--- src/hw/rtl/assert_macros.svh ---
// ----------------------------------------------------------------------------
// Assertion macros
// Clocked concurrent assertion wrappers shared by the scanner RTL.
// ----------------------------------------------------------------------------
`ifndef ASSERT_MACROS_SVH
`define ASSERT_MACROS_SVH

`ifndef ASSERT_OFF

`define ASSERT_CLK(lbl, clk, rst_n, prop, msg) \
    lbl: assert property (@(posedge clk) disable iff (!rst_n) prop) else $error(msg);

`define ASSERT_NEVER(lbl, clk, rst_n, expr, msg) \
    lbl: assert property (@(posedge clk) disable iff (!rst_n) !(expr)) else $error(msg);

`else

`define ASSERT_CLK(lbl, clk, rst_n, prop, msg)

`define ASSERT_NEVER(lbl, clk, rst_n, expr, msg)

`endif

`endif

--- src/hw/rtl/cst_pkg.sv ---
// ----------------------------------------------------------------------------
// cst_pkg
// Types, constants and character helpers of the C subset token scanner.
// ----------------------------------------------------------------------------
package cst_pkg;

    localparam int POS_BITS     = 16;
    localparam int OUT_POS_BITS = 16;
    localparam int KIND_BITS    = 5;
    localparam int NUM_KW       = 8;
    localparam int KW_MAX_LEN   = 6;
    localparam int FIFO_DEPTH   = 4;
    localparam int FIFO_PTR_W   = $clog2(FIFO_DEPTH);
    localparam int FIFO_CNT_W   = $clog2(FIFO_DEPTH + 1);

    localparam logic [POS_BITS-1:0] POS_MAX = '1;

    localparam logic [KIND_BITS-1:0] KIND_EOF      = 5'd0;
    localparam logic [KIND_BITS-1:0] KIND_PUNCT0   = 5'd1;
    localparam logic [KIND_BITS-1:0] KIND_IDENT    = 5'd9;
    localparam logic [KIND_BITS-1:0] KIND_KEYWORD0 = 5'd10;
    localparam logic [KIND_BITS-1:0] KIND_INT      = 5'd18;
    localparam logic [KIND_BITS-1:0] KIND_FLOAT    = 5'd19;
    localparam logic [KIND_BITS-1:0] KIND_INVALID  = 5'd19;

    localparam logic [7:0] KW_TEXT [NUM_KW][KW_MAX_LEN] = '{
        '{"v", "o", "i", "d", 8'h00, 8'h00},
        '{"c", "h", "a", "r", 8'h00, 8'h00},
        '{"s", "h", "o", "r", "t", 8'h00},
        '{"i", "n", "t", 8'h00, 8'h00, 8'h00},
        '{"l", "o", "n", "g", 8'h00, 8'h00},
        '{"f", "l", "o", "a", "t", 8'h00},
        '{"d", "o", "u", "b", "l", "e"},
        '{"r", "e", "t", "u", "r", "n"}
    };
    localparam logic [2:0] KW_LEN [NUM_KW] = '{3'd4, 3'd4, 3'd5, 3'd3, 3'd4, 3'd5, 3'd6, 3'd6};
    localparam logic [7:0] PUNCT [NUM_KW] = '{"(", ")", "{", "}", ";", ":", ",", "="};

    localparam logic [7:0] CHAR_UNDERSCORE = "_";
    localparam logic [7:0] CHAR_DOT        = ".";

    typedef enum logic [1:0] {
        MODE_IDLE,
        MODE_WORD,
        MODE_NUMBER
    } t_mode;

    typedef struct packed {
        logic [KIND_BITS-1:0]    kind;
        logic                    invalid;
        logic [OUT_POS_BITS-1:0] start;
        logic [OUT_POS_BITS-1:0] stop;
        logic                    last;
    } t_result;

    typedef struct packed {
        logic    v0;
        logic    v1;
        t_result r0;
        t_result r1;
    } t_push;

    function automatic logic is_space(input logic [7:0] b);
        return (b == 8'd32) || (b >= 8'd9 && b <= 8'd13);
    endfunction

    function automatic logic is_digit(input logic [7:0] b);
        return b >= "0" && b <= "9";
    endfunction

    function automatic logic is_alpha(input logic [7:0] b);
        return (b >= "a" && b <= "z") || (b >= "A" && b <= "Z");
    endfunction

    function automatic logic is_word(input logic [7:0] b);
        return is_alpha(b) || is_digit(b) || b == CHAR_UNDERSCORE;
    endfunction

    function automatic logic [7:0] kw_char(input int k, input logic [2:0] i);
        logic [7:0] c;
        c = 8'h00;
        if (i < 3'd6) begin
            c = KW_TEXT[k][i];
        end
        return c;
    endfunction

    function automatic logic [POS_BITS-1:0] pos_inc(input logic [POS_BITS-1:0] p);
        return (p == POS_MAX) ? p : p + 1'b1;
    endfunction

    function automatic logic [OUT_POS_BITS-1:0] out_pos(input logic [POS_BITS-1:0] p);
        logic [OUT_POS_BITS-1:0] r;
        if ((p >> OUT_POS_BITS) != '0) begin
            r = '1;
        end else begin
            r = OUT_POS_BITS'(p);
        end
        return r;
    endfunction

endpackage

--- src/hw/rtl/cst_scan_core.sv ---
// ----------------------------------------------------------------------------
// cst_scan_core
// Scanner state and per-byte token logic; yields up to two tokens per item.
// ----------------------------------------------------------------------------
`include "assert_macros.svh"

module cst_scan_core (
    input  logic            i_clk,
    input  logic            i_rst_n,
    input  logic            i_take,
    input  logic [7:0]      i_byte,
    input  logic            i_eot,
    output cst_pkg::t_push  o_push
);
    import cst_pkg::*;

    t_mode                 r_mode, n_mode;
    logic [POS_BITS-1:0]   r_pos, n_pos;
    logic [POS_BITS-1:0]   r_begin, n_begin;
    logic [NUM_KW-1:0]     r_kw_match, n_kw_match;
    logic [2:0]            r_wlen, n_wlen;
    logic                  r_has_dot, n_has_dot;

    logic                  w_flush_v;
    logic                  w_cont_word;
    logic                  w_cont_num;
    logic                  w_cont;
    logic                  w_word_start;
    logic                  w_single_v;
    logic                  w_a_v;
    logic                  w_b_v;
    t_result               w_a;
    t_result               w_b;
    logic [KIND_BITS-1:0]  w_flush_kind;
    logic [KIND_BITS-1:0]  w_single_kind;
    logic [NUM_KW-1:0]     w_mask_in;
    logic [NUM_KW-1:0]     w_mask_out;
    logic [2:0]            w_wlen_in;
    logic [2:0]            w_wlen_out;

    always_ff @(posedge i_clk) begin
        if (!i_rst_n) begin
            r_mode     <= MODE_IDLE;
            r_pos      <= '0;
            r_begin    <= '0;
            r_kw_match <= '1;
            r_wlen     <= '0;
            r_has_dot  <= 1'b0;
        end else begin
            r_mode     <= n_mode;
            r_pos      <= n_pos;
            r_begin    <= n_begin;
            r_kw_match <= n_kw_match;
            r_wlen     <= n_wlen;
            r_has_dot  <= n_has_dot;
        end
    end

    always_comb begin
        w_flush_v    = (r_mode != MODE_IDLE);
        w_cont_word  = (r_mode == MODE_WORD) && is_word(i_byte);
        w_cont_num   = (r_mode == MODE_NUMBER) && (is_digit(i_byte) || i_byte == CHAR_DOT);
        w_cont       = !i_eot && (w_cont_word || w_cont_num);
        w_word_start = !i_eot && !w_cont && (is_alpha(i_byte) || i_byte == CHAR_UNDERSCORE);
        w_single_v   = !i_eot && !w_cont && !is_space(i_byte) && !is_alpha(i_byte)
                       && i_byte != CHAR_UNDERSCORE && !is_digit(i_byte);

        // keyword match update for the byte joining a word
        w_mask_in = w_word_start ? '1 : r_kw_match;
        w_wlen_in = w_word_start ? 3'd0 : r_wlen;
        w_mask_out = w_mask_in;
        for (int k = 0; k < NUM_KW; k++) begin
            if (!((w_wlen_in < KW_LEN[k]) && (kw_char(k, w_wlen_in) == i_byte))) begin
                w_mask_out[k] = 1'b0;
            end
        end
        w_wlen_out = (w_wlen_in < 3'd7) ? w_wlen_in + 3'd1 : w_wlen_in;

        w_flush_kind = KIND_IDENT;
        if (r_mode == MODE_NUMBER) begin
            w_flush_kind = r_has_dot ? KIND_FLOAT : KIND_INT;
        end else begin
            for (int k = 0; k < NUM_KW; k++) begin
                if (r_kw_match[k] && r_wlen == KW_LEN[k]) begin
                    w_flush_kind = KIND_KEYWORD0 + KIND_BITS'(k);
                end
            end
        end

        w_single_kind = KIND_INVALID;
        for (int k = 0; k < NUM_KW; k++) begin
            if (PUNCT[k] == i_byte) begin
                w_single_kind = KIND_PUNCT0 + KIND_BITS'(k);
            end
        end

        w_a_v         = w_flush_v && (i_eot || !w_cont);
        w_a.kind      = w_flush_kind;
        w_a.invalid   = 1'b0;
        w_a.start     = out_pos(r_begin);
        w_a.stop      = out_pos(r_pos);
        w_a.last      = 1'b0;

        w_b_v = i_eot || w_single_v;
        if (i_eot) begin
            w_b.kind    = KIND_EOF;
            w_b.invalid = 1'b0;
            w_b.start   = out_pos(r_pos);
            w_b.stop    = out_pos(r_pos);
        end else begin
            w_b.kind    = w_single_kind;
            w_b.invalid = (w_single_kind == KIND_INVALID);
            w_b.start   = out_pos(r_pos);
            w_b.stop    = out_pos(pos_inc(r_pos));
        end
        w_b.last = 1'b1;

        o_push.v0 = 1'b0;
        o_push.v1 = 1'b0;
        o_push.r0 = w_a;
        o_push.r1 = w_b;
        if (i_take) begin
            if (w_a_v) begin
                o_push.v0      = 1'b1;
                o_push.v1      = w_b_v;
                o_push.r0.last = !w_b_v;
            end else begin
                o_push.v0 = w_b_v;
                o_push.r0 = w_b;
            end
        end

        n_mode     = r_mode;
        n_pos      = r_pos;
        n_begin    = r_begin;
        n_kw_match = r_kw_match;
        n_wlen     = r_wlen;
        n_has_dot  = r_has_dot;
        if (i_take) begin
            if (i_eot) begin
                n_mode     = MODE_IDLE;
                n_pos      = '0;
                n_begin    = '0;
                n_kw_match = '1;
                n_wlen     = '0;
                n_has_dot  = 1'b0;
            end else begin
                n_pos = pos_inc(r_pos);
                if (w_cont_word) begin
                    n_kw_match = w_mask_out;
                    n_wlen     = w_wlen_out;
                end else if (w_cont_num) begin
                    n_has_dot = r_has_dot || (i_byte == CHAR_DOT);
                end else if (w_word_start) begin
                    n_mode     = MODE_WORD;
                    n_begin    = r_pos;
                    n_kw_match = w_mask_out;
                    n_wlen     = w_wlen_out;
                end else if (is_digit(i_byte)) begin
                    n_mode    = MODE_NUMBER;
                    n_begin   = r_pos;
                    n_has_dot = 1'b0;
                end else begin
                    n_mode = MODE_IDLE;
                end
            end
        end
    end

    `ASSERT_CLK(a_pair_order, i_clk, i_rst_n, o_push.v1 |-> o_push.v0, "second token without first")
    `ASSERT_CLK(a_idle_no_push, i_clk, i_rst_n, !i_take |-> !o_push.v0, "token without item")
    `ASSERT_CLK(a_eot_resets, i_clk, i_rst_n, (i_take && i_eot) |=> (r_pos == '0 && r_mode == MODE_IDLE), "end of text did not reset")
    `ASSERT_CLK(a_pos_grows, i_clk, i_rst_n, (i_take && !i_eot) |=> (r_pos >= $past(r_pos)), "position went back")

endmodule

--- src/hw/rtl/cst_out_fifo.sv ---
// ----------------------------------------------------------------------------
// cst_out_fifo
// Small result queue: up to two pushes and one pop per cycle.
// ----------------------------------------------------------------------------
`include "assert_macros.svh"

module cst_out_fifo (
    input  logic                                i_clk,
    input  logic                                i_rst_n,
    input  cst_pkg::t_push                      i_push,
    input  logic                                i_ready,
    output logic                                o_valid,
    output cst_pkg::t_result                    o_data,
    output logic [cst_pkg::FIFO_CNT_W-1:0]      o_count
);
    import cst_pkg::*;

    t_result                 r_mem [FIFO_DEPTH];
    logic [FIFO_PTR_W-1:0]   r_wr, n_wr;
    logic [FIFO_PTR_W-1:0]   r_rd, n_rd;
    logic [FIFO_CNT_W-1:0]   r_count, n_count;
    logic [FIFO_PTR_W-1:0]   w_wr1;
    logic                    w_pop;
    logic [FIFO_CNT_W-1:0]   w_push_n;

    assign w_wr1    = r_wr + 1'b1;
    assign o_valid  = (r_count != '0);
    assign o_data   = r_mem[r_rd];
    assign o_count  = r_count;
    assign w_pop    = o_valid && i_ready;
    assign w_push_n = FIFO_CNT_W'(i_push.v0) + FIFO_CNT_W'(i_push.v1);

    always_comb begin
        n_wr    = r_wr + FIFO_PTR_W'(w_push_n);
        n_rd    = r_rd + FIFO_PTR_W'(w_pop);
        n_count = r_count + w_push_n - FIFO_CNT_W'(w_pop);
    end

    always_ff @(posedge i_clk) begin
        if (!i_rst_n) begin
            r_wr    <= '0;
            r_rd    <= '0;
            r_count <= '0;
        end else begin
            r_wr    <= n_wr;
            r_rd    <= n_rd;
            r_count <= n_count;
        end
    end

    always_ff @(posedge i_clk) begin
        if (i_push.v0) begin
            r_mem[r_wr] <= i_push.r0;
        end
        if (i_push.v1) begin
            r_mem[w_wr1] <= i_push.r1;
        end
    end

    `ASSERT_CLK(a_room, i_clk, i_rst_n, i_push.v0 |-> (r_count <= FIFO_CNT_W'(FIFO_DEPTH - 2)), "push without room")
    `ASSERT_NEVER(a_bound, i_clk, i_rst_n, r_count > FIFO_CNT_W'(FIFO_DEPTH), "count past depth")
    `ASSERT_CLK(a_pop_only, i_clk, i_rst_n, (w_pop && !i_push.v0) |=> (r_count == $past(r_count) - 1'b1), "pop miscounted")

endmodule

--- src/hw/rtl/c_subset_token_scanner.sv ---
// ----------------------------------------------------------------------------
// c_subset_token_scanner
// Streaming lexer for a small C subset: bytes in, tokens with positions out.
// ----------------------------------------------------------------------------
// One source byte is taken per cycle. Each byte is registered, classified
// against the running scanner state, and the zero, one or two tokens it
// completes are written to a four-entry result queue that drives the master
// port, so the first token of an item reaches the master port once the item
// has passed the input register and been written to the queue. The queue
// delivers one token per cycle when the master accepts; the slave port stalls
// only while the queue holds more than two tokens, so input runs at one byte
// per cycle unless the master stalls or many bytes in a row end two tokens.
module c_subset_token_scanner (
    input  logic        i_clk,
    input  logic        i_rst_n,
    input  logic        s_axis_tvalid,
    output logic        s_axis_tready,
    input  logic [7:0]  s_axis_tdata,   // [7:0] byte_value
    input  logic        s_axis_tuser,   // [0] end_of_text
    output logic        m_axis_tvalid,
    input  logic        m_axis_tready,
    output logic [31:0] m_axis_tdata,   // [15:0] token_start, [31:16] token_end
    output logic [5:0]  m_axis_tuser,   // [4:0] token_kind, [5] is_invalid
    output logic        m_axis_tlast
);
    import cst_pkg::*;

    logic                   r_in_valid;
    logic [7:0]             r_in_byte;
    logic                   r_in_eot;
    logic                   w_fire;
    logic                   w_room;
    logic [FIFO_CNT_W-1:0]  w_count;
    t_push                  w_push;
    t_result                w_out;

    assign w_room        = (w_count <= FIFO_CNT_W'(FIFO_DEPTH - 2));
    assign w_fire        = r_in_valid && w_room;
    assign s_axis_tready = !r_in_valid || w_room;

    always_ff @(posedge i_clk) begin
        if (!i_rst_n) begin
            r_in_valid <= 1'b0;
        end else if (s_axis_tready) begin
            r_in_valid <= s_axis_tvalid;
        end
    end

    always_ff @(posedge i_clk) begin
        if (s_axis_tready && s_axis_tvalid) begin
            r_in_byte <= s_axis_tdata;
            r_in_eot  <= s_axis_tuser;
        end
    end

    cst_scan_core u_core (
        .i_clk   (i_clk),
        .i_rst_n (i_rst_n),
        .i_take  (w_fire),
        .i_byte  (r_in_byte),
        .i_eot   (r_in_eot),
        .o_push  (w_push)
    );

    cst_out_fifo u_fifo (
        .i_clk   (i_clk),
        .i_rst_n (i_rst_n),
        .i_push  (w_push),
        .i_ready (m_axis_tready),
        .o_valid (m_axis_tvalid),
        .o_data  (w_out),
        .o_count (w_count)
    );

    assign m_axis_tdata = {w_out.stop, w_out.start};
    assign m_axis_tuser = {w_out.invalid, w_out.kind};
    assign m_axis_tlast = w_out.last;

endmodule
--- config.mk ---
export PLATFORM = sky130hd
export DESIGN_NAME = c_subset_token_scanner
export DESIGN_NICKNAME = d
export VERILOG_FILES = /design/src/hw/rtl/cst_pkg.sv /design/src/hw/rtl/cst_scan_core.sv /design/src/hw/rtl/cst_out_fifo.sv /design/src/hw/rtl/c_subset_token_scanner.sv
export VERILOG_INCLUDE_DIRS = /design/src /design/src/hw/rtl
export SDC_FILE = /design/constraint.sdc
export NUM_CORES = 1
export LEC_CHECK = 0
export BUFFER_PORTS_ARGS = -buffer_cell sky130_fd_sc_hd__buf_2
export CORE_ASPECT_RATIO = 0.8
export CORE_MARGIN = 10
export CORE_UTILIZATION = 40
export CTS_CLUSTER_DIAMETER = 120
export DETAILED_ROUTE_END_ITERATION = 6
export GPL_ROUTABILITY_DRIVEN = 0
export PLACE_DENSITY = 0.6
export SLEW_MARGIN = 10
export SYNTH_ARGS = -nofsm -noshare
export SYNTH_HDL_FRONTEND = slang
export SYNTH_SLANG_ARGS = --single-unit
--- constraint.sdc ---
create_clock -name i_clk -period 7.5 [get_ports i_clk]
set_clock_uncertainty 0.2 [all_clocks]
set_input_delay 1.5 -clock i_clk [delete_from_list [all_inputs] [get_ports i_clk]]
set_output_delay 1.5 -clock i_clk [all_outputs]
set_load 0.02 [all_outputs]
After elaboration in Yosys (flattened, before gate mapping). Memory sizes are Yosys's and may differ from the RTL's. A register that Yosys moved wholly into a read port is not among the register bits. Cells that the tools add are included.

ROM bits: 512. Bits of input ports: 13. Memory bits (writable): 156. Register bits after elaboration: 63. Word-level logic and storage cells: 226. Memories kept: 9.

Memories: u_fifo.r_mem (depth 4, bits a word 39, read ports 1, clocked after Yosys merged registers in 1, wr ports 2, line cst_out_fifo.sv:18) `t_result r_mem [FIFO_DEPTH];`; (no name shown) (depth 8, bits a word 8, read ports 1, clocked after Yosys merged registers in 0, wr ports 0, line cst_pkg.sv:83) `c = KW_TEXT[k][i];`; (no name shown) (depth 8, bits a word 8, read ports 1, clocked after Yosys merged registers in 0, wr ports 0, line cst_pkg.sv:83); (no name shown) (depth 8, bits a word 8, read ports 1, clocked after Yosys merged registers in 0, wr ports 0, line cst_pkg.sv:83); (no name shown) (depth 8, bits a word 8, read ports 1, clocked after Yosys merged registers in 0, wr ports 0, line cst_pkg.sv:83); (no name shown) (depth 8, bits a word 8, read ports 1, clocked after Yosys merged registers in 0, wr ports 0, line cst_pkg.sv:83); +3 memories.

Bitwise gates (word level): 1. Reductions and logical operators: 60. Add/sub/neg operators: 8. $lt $le $gt $ge: 15. Equality and inequality tests: 32. Mux-type cells: 89.

Operator list (count): 8-bit two-way mux (29); 16-bit two-way mux (7); 38-bit two-way mux (2); 8-bit equality test (8); 5-bit two-way mux (11); 6-bit by 8-bit equality test with 1-bit output, first input constant (6); 41-bit two-way mux (1); 1-bit logical AND (33); 3-bit two-way mux (10); 1-bit two-way mux (21); 16-bit by 1-bit adder with 16-bit output, second input constant (1); 16-bit equality test, second input constant (1); 7-bit by 8-bit equality test with 1-bit output, first input constant (2); 8-bit by 6-bit equality test with 1-bit output, second input constant (2); 8-bit by 7-bit >= comparator with 1-bit output, second input constant (2); 8-bit by 7-bit less-or-equal comparator with 1-bit output, second input constant (2); 2-bit two-way mux (8); 3-bit < comparator, second input constant (4); 3-bit nonzero test (4); 1-bit logical OR (11); 3-bit equality test, second input constant (3); 8-bit by 7-bit equality test with 1-bit output, second input constant (1); 8-bit by 4-bit >= comparator with 1-bit output, second input constant (1); 8-bit by 6-bit >= comparator with 1-bit output, second input constant (1); other kinds (24) (34).

Longest topological paths before layout. Gate-level depths: netlist of the first run.

Depth in word-level cells: 24. Gate-level depth with buffers: 15. Gate-level depth less buffers: 13.

Cells and area by module. From an unflattened synthesis of the first run, not the netlist that was laid out.

Cells, all modules: 1081. Area total of the unflattened synthesis: 12851.1 µm².

Modules (own cells, without submodules): cst_out_fifo (cells an instance 420, sequential area each 4824.6 µm², area an instance 7892.6 µm², instances 1); cst_scan_core (cells an instance 642, sequential area each 920.9 µm², area an instance 4606.9 µm², instances 1); c_subset_token_scanner (cells an instance 19, sequential area each 290.3 µm², area an instance 351.6 µm², instances 1).

Worst setup path before layout of the first run. No wires, ideal clock.

Path kind: reg-to-reg. Start point: reg r_in_byte[4]. End point: mem u_fifo.r_mem[2][10] in the netlist's numbering (enable). Data arrival time: 3.240 ns. Buffers on the path: 2. Cell stages (with the launch flop): 10. Period minus slack after synthesis: 3.841 ns. Setup time: 0.401 ns. Path slack: 3.659 ns. Cells stage by stage: edfxtp_1 -> buf_6 -> or2_4 -> or4_4 -> a21oi_4 -> a21oi_4 -> or4_1 -> buf_2 -> and2_4 -> nand2b_1.

RTL lines: from (decl) (line c_subset_token_scanner.sv:29) `logic [7:0] r_in_byte;`; from (signal assigned) (line c_subset_token_scanner.sv:51) `r_in_byte <= s_axis_tdata;`; to (decl) (line cst_out_fifo.sv:18).

==> results of run 1 <==
## logic make-up (layout without fill, tap and decap cells)
group / Yosys count / in the layout / synth area share
AO/OA/AOI/OAI: 397 / 397 / 0.2141
AND/OR/NAND/NOR: 387 / 387 / 0.1531
flip-flops: 219 / 219 / 0.4766
buffers and inverters: 139 / 145 / 0.04575
multiplexers: 48 / 48 / 0.07718
XOR/XNOR: 24 / 24 / 0.01671
adder cells (fa/ha/maj): 16 / 16 / 0.01651
## synthesized netlist by cell type, types with 4 or more instances
library cell and n:
a211o_1 5, a211oi_1 12, a21o_1 14, a21oi_1 83
a22o_1 41, a22oi_1 13, a311oi_1 18, a31oi_1 19
a41oi_1 5, and2_1 15, and3_1 12, buf_1 14
buf_2 21, clkbuf_1 71, dfxtp_1 58, edfxtp_1 161
ha_1 15, inv_1 24, mux2i_1 7, mux4_2 39
nand2_1 108, nand2b_1 31, nand3_1 39, nand3b_1 4
nand4_1 11, nor2_1 88, nor2b_1 10, nor3_1 28
nor4_1 6, o211ai_1 6, o21a_1 17, o21ai_0 73
o21ai_2 7, o22ai_1 35, o31ai_1 9, o32ai_1 4
or3_1 5, or4_1 4, xnor2_1 18, xor2_1 6
## per-layer routing
| layer | vias to the layer above | global-route usage | routed length [µm] |
|---|---|---|---|
| met5 | - | 0 | 0 |
| met4 | 0 | 0.04765 | 699 |
| met3 | 54 | 0.03623 | 3560 |
| met2 | 503 | 0.2917 | 16530 |
| met1 | 5063 | 0.2758 | 17120 |
| li1 | 4686 | - | - |
## final cells by class
type	count	area [µm²]
clock buffers	30	623.1
well taps	413	516.7
multi-input cells	872	6053
clock inverters	14	176.4
repair buffers	73	415.4
inverters	28	105.1
flip-flops and latches	219	5998
fillers	2847	16780
## through the flow
step,util,std cells,instance area (µm²)
after floorplan,-,1230,12580
after global placement,0.4266,1605,13080
after detailed placement,0.4266,1605,13080
after CTS,0.4527,1649,13880
after global routing,0.4529,1649,13890
final,0.4529,1649,13890
## report_power, final
part	total [mW]	internal (mW)	switching (mW)
logic	0.808	0.309	0.498
clock network	1.21	0.727	0.485
registers	1.41	1.36	0.0551
## worst max-delay path by stage
stage	end	slack, ns	depth (start not counted)
after floorplan	u_fifo.r_mem[2][10]	3.66	9
after global placement	u_fifo.r_mem[2][28]	2.75	7
after detailed placement	u_fifo.r_mem[2][28]	2.60	7
after CTS	u_fifo.r_mem[2][28]	2.60	7
after global routing	u_fifo.r_mem[2][28]	2.21	7
final	u_fifo.r_mem[2][28]	2.44	7
## registers in the layout (all words and copies together), names as in the netlist
signal	cells
u_core.r_has_dot	1
u_core.r_kw_match	8
u_fifo.r_rd	2
r_in_valid	1
r_in_eot	1
u_core.r_mode	2
u_core.r_begin	16
u_fifo.o_count	3
u_core.r_pos	16
u_core.r_wlen	3
u_fifo.r_mem	156
r_in_byte	8
u_fifo.r_wr	2
==> Implementation_results.wiki, run 1 <==
{| class="wikitable"
! Metric !! Value
|-
| Synthesized area per cell || 10.23 µm²
|-
| Result of the run || finished clean
|-
| R2R depth || 7
|-
| TritonCTS Buffers || 24
|-
| Number of unique standard cell types used by synthesis || 84
|-
| TritonCTS clock tree || yes
|-
| Sequential area share after synthesis || 0.4766
|-
| Worst setup slack for register-to-register paths || 2.44 ns
|-
| Fin nets || 1247
|-
| Data arrival time of the critical path || 4.99 ns
|-
| Drt pass-1 iters || 5
|-
| Kind of capture point of the worst setup path || flop
|-
| Resized cells post-CTS || 0
|-
| Final max-slew violation count || 0
|-
| Flip-flop and latch count after synthesis || 219
|-
| Cell with the largest stage delay on the worst path || edfxtp_1
|-
| Clk sink count || 219
|-
| Number of primary I/O pins || 54
|-
| Crit-path leading delay family || simple AND/OR/NAND/NOR gates
|-
| Most area-consuming cells after synthesis || edfxtp_1 38%, dfxtp_1 9.2%, mux4_2 7.0%
|-
| Crit-path cells || a21oi_1 > o31ai_1 > o21ai_0 > o21ai_0 > nand4_1 > and2_4 > nand2b_2
|-
| Worst-Margin Slew || 1.148 ns
|-
| Yosys top cell area share || 0.3843
|-
| Wire length after detailed routing || 37.91 mm
|-
| Port buffer count || 53
|-
| Vias per Instance || 6.250
|-
| Net count after synthesis || 1259
|-
| Worst EP required || 7.43 ns
|-
| Tmin final || 5.057 ns
|-
| Critical R2R Capture || u_fifo.r_mem[2][28]
|-
| Stage delay of the slowest cell on the critical path || 0.99 ns
|-
| Hold Path Sink || u_fifo.r_mem[0][0]
|-
| Overall Power || 3.434 mW
|-
| Maximum fanout count along the critical path || 38
|-
| Initial antenna violation count || 0
|-
| Synth Instances || 1230
|-
| Slew Limit Headroom || 0.2344
|-
| Total DRC errors in the routed layout || 0
|-
| Number of buffers on the longest clock path || 3
|-
| Kind of start point of the critical path || flop
|-
| Worst hold margin || 0.2650 ns
|-
| Clock latency reported for the late side of the worst-skew pair || 0.54 ns
|-
| Die Outline Area || 38990 µm²
|-
| Smallest setup slack after layout || 2.443 ns
|-
| Type of the most critical hold path || reg -> reg
|-
| Post-synthesis async set-or-reset flop share || 0
|-
| Most used flip-flop cell after synthesis || edfxtp_1
|-
| Hold buffer count at CTS || 0
|-
| Period utilization || 0.6742
|-
| Launching instance or port of the critical path || r_in_byte[1]
|-
| Die span in y || 178.6 µm
|-
| Commonest cells after routing, fill and taps aside || 161 x edfxtp_1, 107 x nand2_1, 88 x nor2_1
|-
| H-tree levels || 1
|-
| Total congestion overflow after global routing || 0
|-
| 1st-iter DRT viols || 1276
|-
| Pin count of the biggest net entering global routing || 45
|-
| Synth Warn # || 0
|-
| Vias in the first global route || 9746
|-
| Most frequent standard cell in the layout excluding fill and tap cells || edfxtp_1
|-
| Worst IR drop on VDD || 0.0001395 V
|-
| Most common cell type on the critical path || o21ai_0
|-
| First-pass GRT wire length || 59.26 mm
|-
| Wire per inst || 22.99 µm
|-
| Antenna violation net count after detailed routing || 0
|-
| Placeable core region || 30670 µm²
|-
| Power density over the cells || 247.2 nW/µm²
|-
| Area Growth Syn to Fin || 10.40%
|-
| Number of setup violations in the final report || 0
|-
| Total routing usage reported by global routing || 0.1920
|-
| Worst r2r src || r_in_byte[1]
|-
| Clock root buffer || clkbuf_16
|-
| Cell type with the largest total area after synthesis || edfxtp_1
|-
| DP HPWL || 24.65 mm
|-
| RSZ-0062 raised after global routing || no
|-
| Clock slew at reported path FFs || 0.06 ns
|-
| Diode insertion count for antenna repair || 0
|-
| Number of rows in the core area || 57
|-
| Setup Slack @ Placement || 2.596 ns
|-
| Final number of hold-violating endpoints || 0
|-
| Buf+Inv Stages, Crit Path || 0
|-
| Upper clock frequency limit || 197.8 MHz
|-
| Startpoint of the most critical hold path || u_fifo.r_mem[0][0]
|-
| Pleak || 4.461 nW
|-
| Starting density of the core || 0.4102
|-
| Post-CTS Setup Repair Bufs || 0
|-
| Number of enable-type register cells in the synthesized netlist || 161
|-
| Fraction of final layout cells with drive strength greater than 1 || 0.1513
|-
| Instance count along the most critical hold path || 1
|-
| Sum of negative setup slack || 0 ns
|-
| CP Class || reg -> reg
|-
| Routed vias || 10310
|-
| Post-synth design cell area || 12580 µm²
|-
| Chip Width || 218.3 µm
|-
| Total of max-cap violations || 0
|}
Power figures use the tool's default switching activity.
==> inputs of run 2 (changes only) <==
- clock period: 7.5 -> 4.9 ns (I/O delays scaled with it)
==> Implementation_results.wiki, run 2 (synthesized netlist as in run 1, its figures left out) <==
{| class="wikitable"
! Metric !! Value
|-
| Fin nets || 1265 (was 1247)
|-
| Clock slew at reported path FFs || 0.06 ns (about the same)
|-
| Total routing usage reported by global routing || 0.1959 (was 0.1920)
|-
| Starting density of the core || 0.4102 (unchanged)
|-
| Number of buffers on the longest clock path || 3 (unchanged)
|-
| Slew Limit Headroom || 0.3050 (was 0.2344)
|-
| Antenna violation net count after detailed routing || 0 (unchanged)
|-
| Pin count of the biggest net entering global routing || 41 (was 45)
|-
| Power density over the cells || 375.5 nW/µm² (was 247.2 nW/µm²)
|-
| Largest regs || u_fifo.r_mem: 156 flops, u_core.r_begin: 16 flops, u_core.r_pos: 16 flops (unchanged)
|-
| Number of primary I/O pins || 54 (unchanged)
|-
| H-tree levels || 1 (unchanged)
|-
| Total congestion overflow after global routing || 0 (unchanged)
|-
| Most frequent standard cell in the layout excluding fill and tap cells || edfxtp_1 (unchanged)
|-
| Chip Width || 218.3 µm (unchanged)
|-
| Worst hold margin || 0.2711 ns (was 0.2650 ns)
|-
| Result of the run || finished clean (unchanged)
|-
| Commonest cells after routing, fill and taps aside || 161 x edfxtp_1, 107 x nand2_1, 88 x nor2_1 (unchanged)
|-
| Pleak || 4.572 nW (was 4.461 nW)
|-
| Wire per inst || 23.34 µm (was 22.99 µm)
|-
| Final max-slew violation count || 0 (unchanged)
|-
| Placed instance area || 13250 µm² (was 13080 µm²)
|-
| Post-CTS Setup Repair Bufs || 0 (unchanged)
|-
| Non-filler instance count after layout || 1668 (was 1649)
|-
| Die span in y || 178.6 µm (unchanged)
|-
| Vias in the first global route || 9895 (was 9746)
|-
| Kind of start point of the critical path || flop (unchanged)
|-
| Vias per Instance || 6.269 (was 6.250)
|-
| Setup Slack @ Placement || 0.7376 ns (was 2.596 ns)
|-
| Fraction of final layout cells with drive strength greater than 1 || 0.1681 (was 0.1513)
|-
| Largest Register || u_fifo.r_mem (unchanged)
|-
| Data arrival time of the critical path || 4.48 ns (was 4.99 ns)
|-
| Sum of negative setup slack || 0 ns (unchanged)
|-
| CP Class || reg -> reg (unchanged)
|-
| Period utilization || 0.8646 (was 0.6742)
|-
| Number of setup violations in the final report || 0 (unchanged)
|-
| Die Outline Area || 38990 µm² (unchanged)
|-
| Maximum fanout count along the critical path || 29 (was 38)
|-
| Drt pass-1 iters || 5 (unchanged)
|-
| Kind of capture point of the worst setup path || flop (unchanged)
|-
| RSZ-0062 raised after global routing || no (unchanged)
|-
| Initial antenna violation count || 0 (unchanged)
|-
| Port buffer count || 53 (unchanged)
|-
| Clock latency reported for the late side of the worst-skew pair || 0.55 ns (was 0.54 ns)
|-
| Number of rows in the core area || 57 (unchanged)
|-
| Total DRC errors in the routed layout || 0 (unchanged)
|-
| Final non-filler cell area || 14060 µm² (was 13890 µm²)
|-
| Clk sink count || 219 (unchanged)
|-
| Hold buffer count at CTS || 0 (unchanged)
|-
| TritonCTS clock tree || yes (unchanged)
|-
| Flip-flop count of the largest register, all copies and words added || 156 (unchanged)
|-
| Routed vias || 10460 (was 10310)
|-
| Clock root buffer || clkbuf_16 (unchanged)
|-
| Upper clock frequency limit || 236.0 MHz (was 197.8 MHz)
|-
| Worst EP required || 5.14 ns (was 7.43 ns)
|-
| 1st-iter DRT viols || 1578 (was 1276)
|-
| Tmin final || 4.237 ns (was 5.057 ns)
|-
| DP HPWL || 26.00 mm (was 24.65 mm)
|-
| Worst IR drop on VDD || 0.0002331 V (was 0.0001395 V)
|-
| Worst-Margin Slew || 1.036 ns (was 1.148 ns)
|-
| Type of the most critical hold path || reg -> reg (unchanged)
|-
| TritonCTS Buffers || 25 (was 24)
|-
| Area Growth Syn to Fin || 11.77% (was 10.40%)
|-
| First-pass GRT wire length || 59.85 mm (was 59.26 mm)
|-
| Final number of hold-violating endpoints || 0 (unchanged)
|-
| Final core occ || 0.4585 (was 0.4529)
|-
| Dpl cells || 1622 (was 1605)
|-
| Overall Power || 5.279 mW (was 3.434 mW)
|-
| Diode insertion count for antenna repair || 0 (unchanged)
|-
| Worst setup slack for register-to-register paths || 0.66 ns (was 2.44 ns)
|-
| Placeable core region || 30670 µm² (unchanged)
|-
| Wire length after detailed routing || 38.93 mm (was 37.91 mm)
|-
| Resized cells post-CTS || 0 (unchanged)
|-
| Total of max-cap violations || 0 (unchanged)
|-
| Smallest setup slack after layout || 0.6633 ns (was 2.443 ns)
|}
## run 2: per-layer routing
| layer | GRT usage | wire length (µm) |
|---|---|---|
| met1 | 0.2819 | 17270 |
| met2 | 0.2914 | 16860 |
| met3 | 0.04334 | 3868 |
| met4 | 0.05082 | 930 |
| met5 | 0 | 0 |
## run 2: worst paths after layout
path	from	end	depth (start not counted)
setup reg to reg	r_in_byte[2]	u_fifo.r_mem[0][0]	9
setup / recovery	r_in_byte[2]	u_fifo.r_mem[0][0]	9
hold / removal	u_fifo.r_mem[0][0]	u_fifo.r_mem[0][0]	1
hold reg to reg	u_fifo.r_mem[0][0]	u_fifo.r_mem[0][0]	1
## run 2: final cells by class
type / instances / area [µm²]
clock buffers: 32 / 691.9
clock inverters: 14 / 118.9
fillers: 2858 / 16610
inverters: 28 / 105.1
multi-input cells: 872 / 6048
flip-flops and latches: 219 / 5998
well taps: 413 / 516.7
repair buffers: 90 / 580.6
## run 2: critical path, cell delays in order, from the launching register on
cell and delay, ns:
edfxtp_1 0.97, nor4b_1 0.55, and3_1 0.31, o21ai_0 0.16, nand2_1 0.36, nor3_1 0.14
nor2_1 0.70, clkinv_1 0.30, buf_12 0.26, o21a_1 0.18
## run 2: report_power, final
group          leakage, nW  total (mW)  internal [mW]  switching, mW
clock                0.408        1.84           1.06          0.783
sequential            1.90        2.17           2.08         0.0894
combinational         2.27        1.27          0.490          0.779
total                 4.57        5.28           3.63           1.65
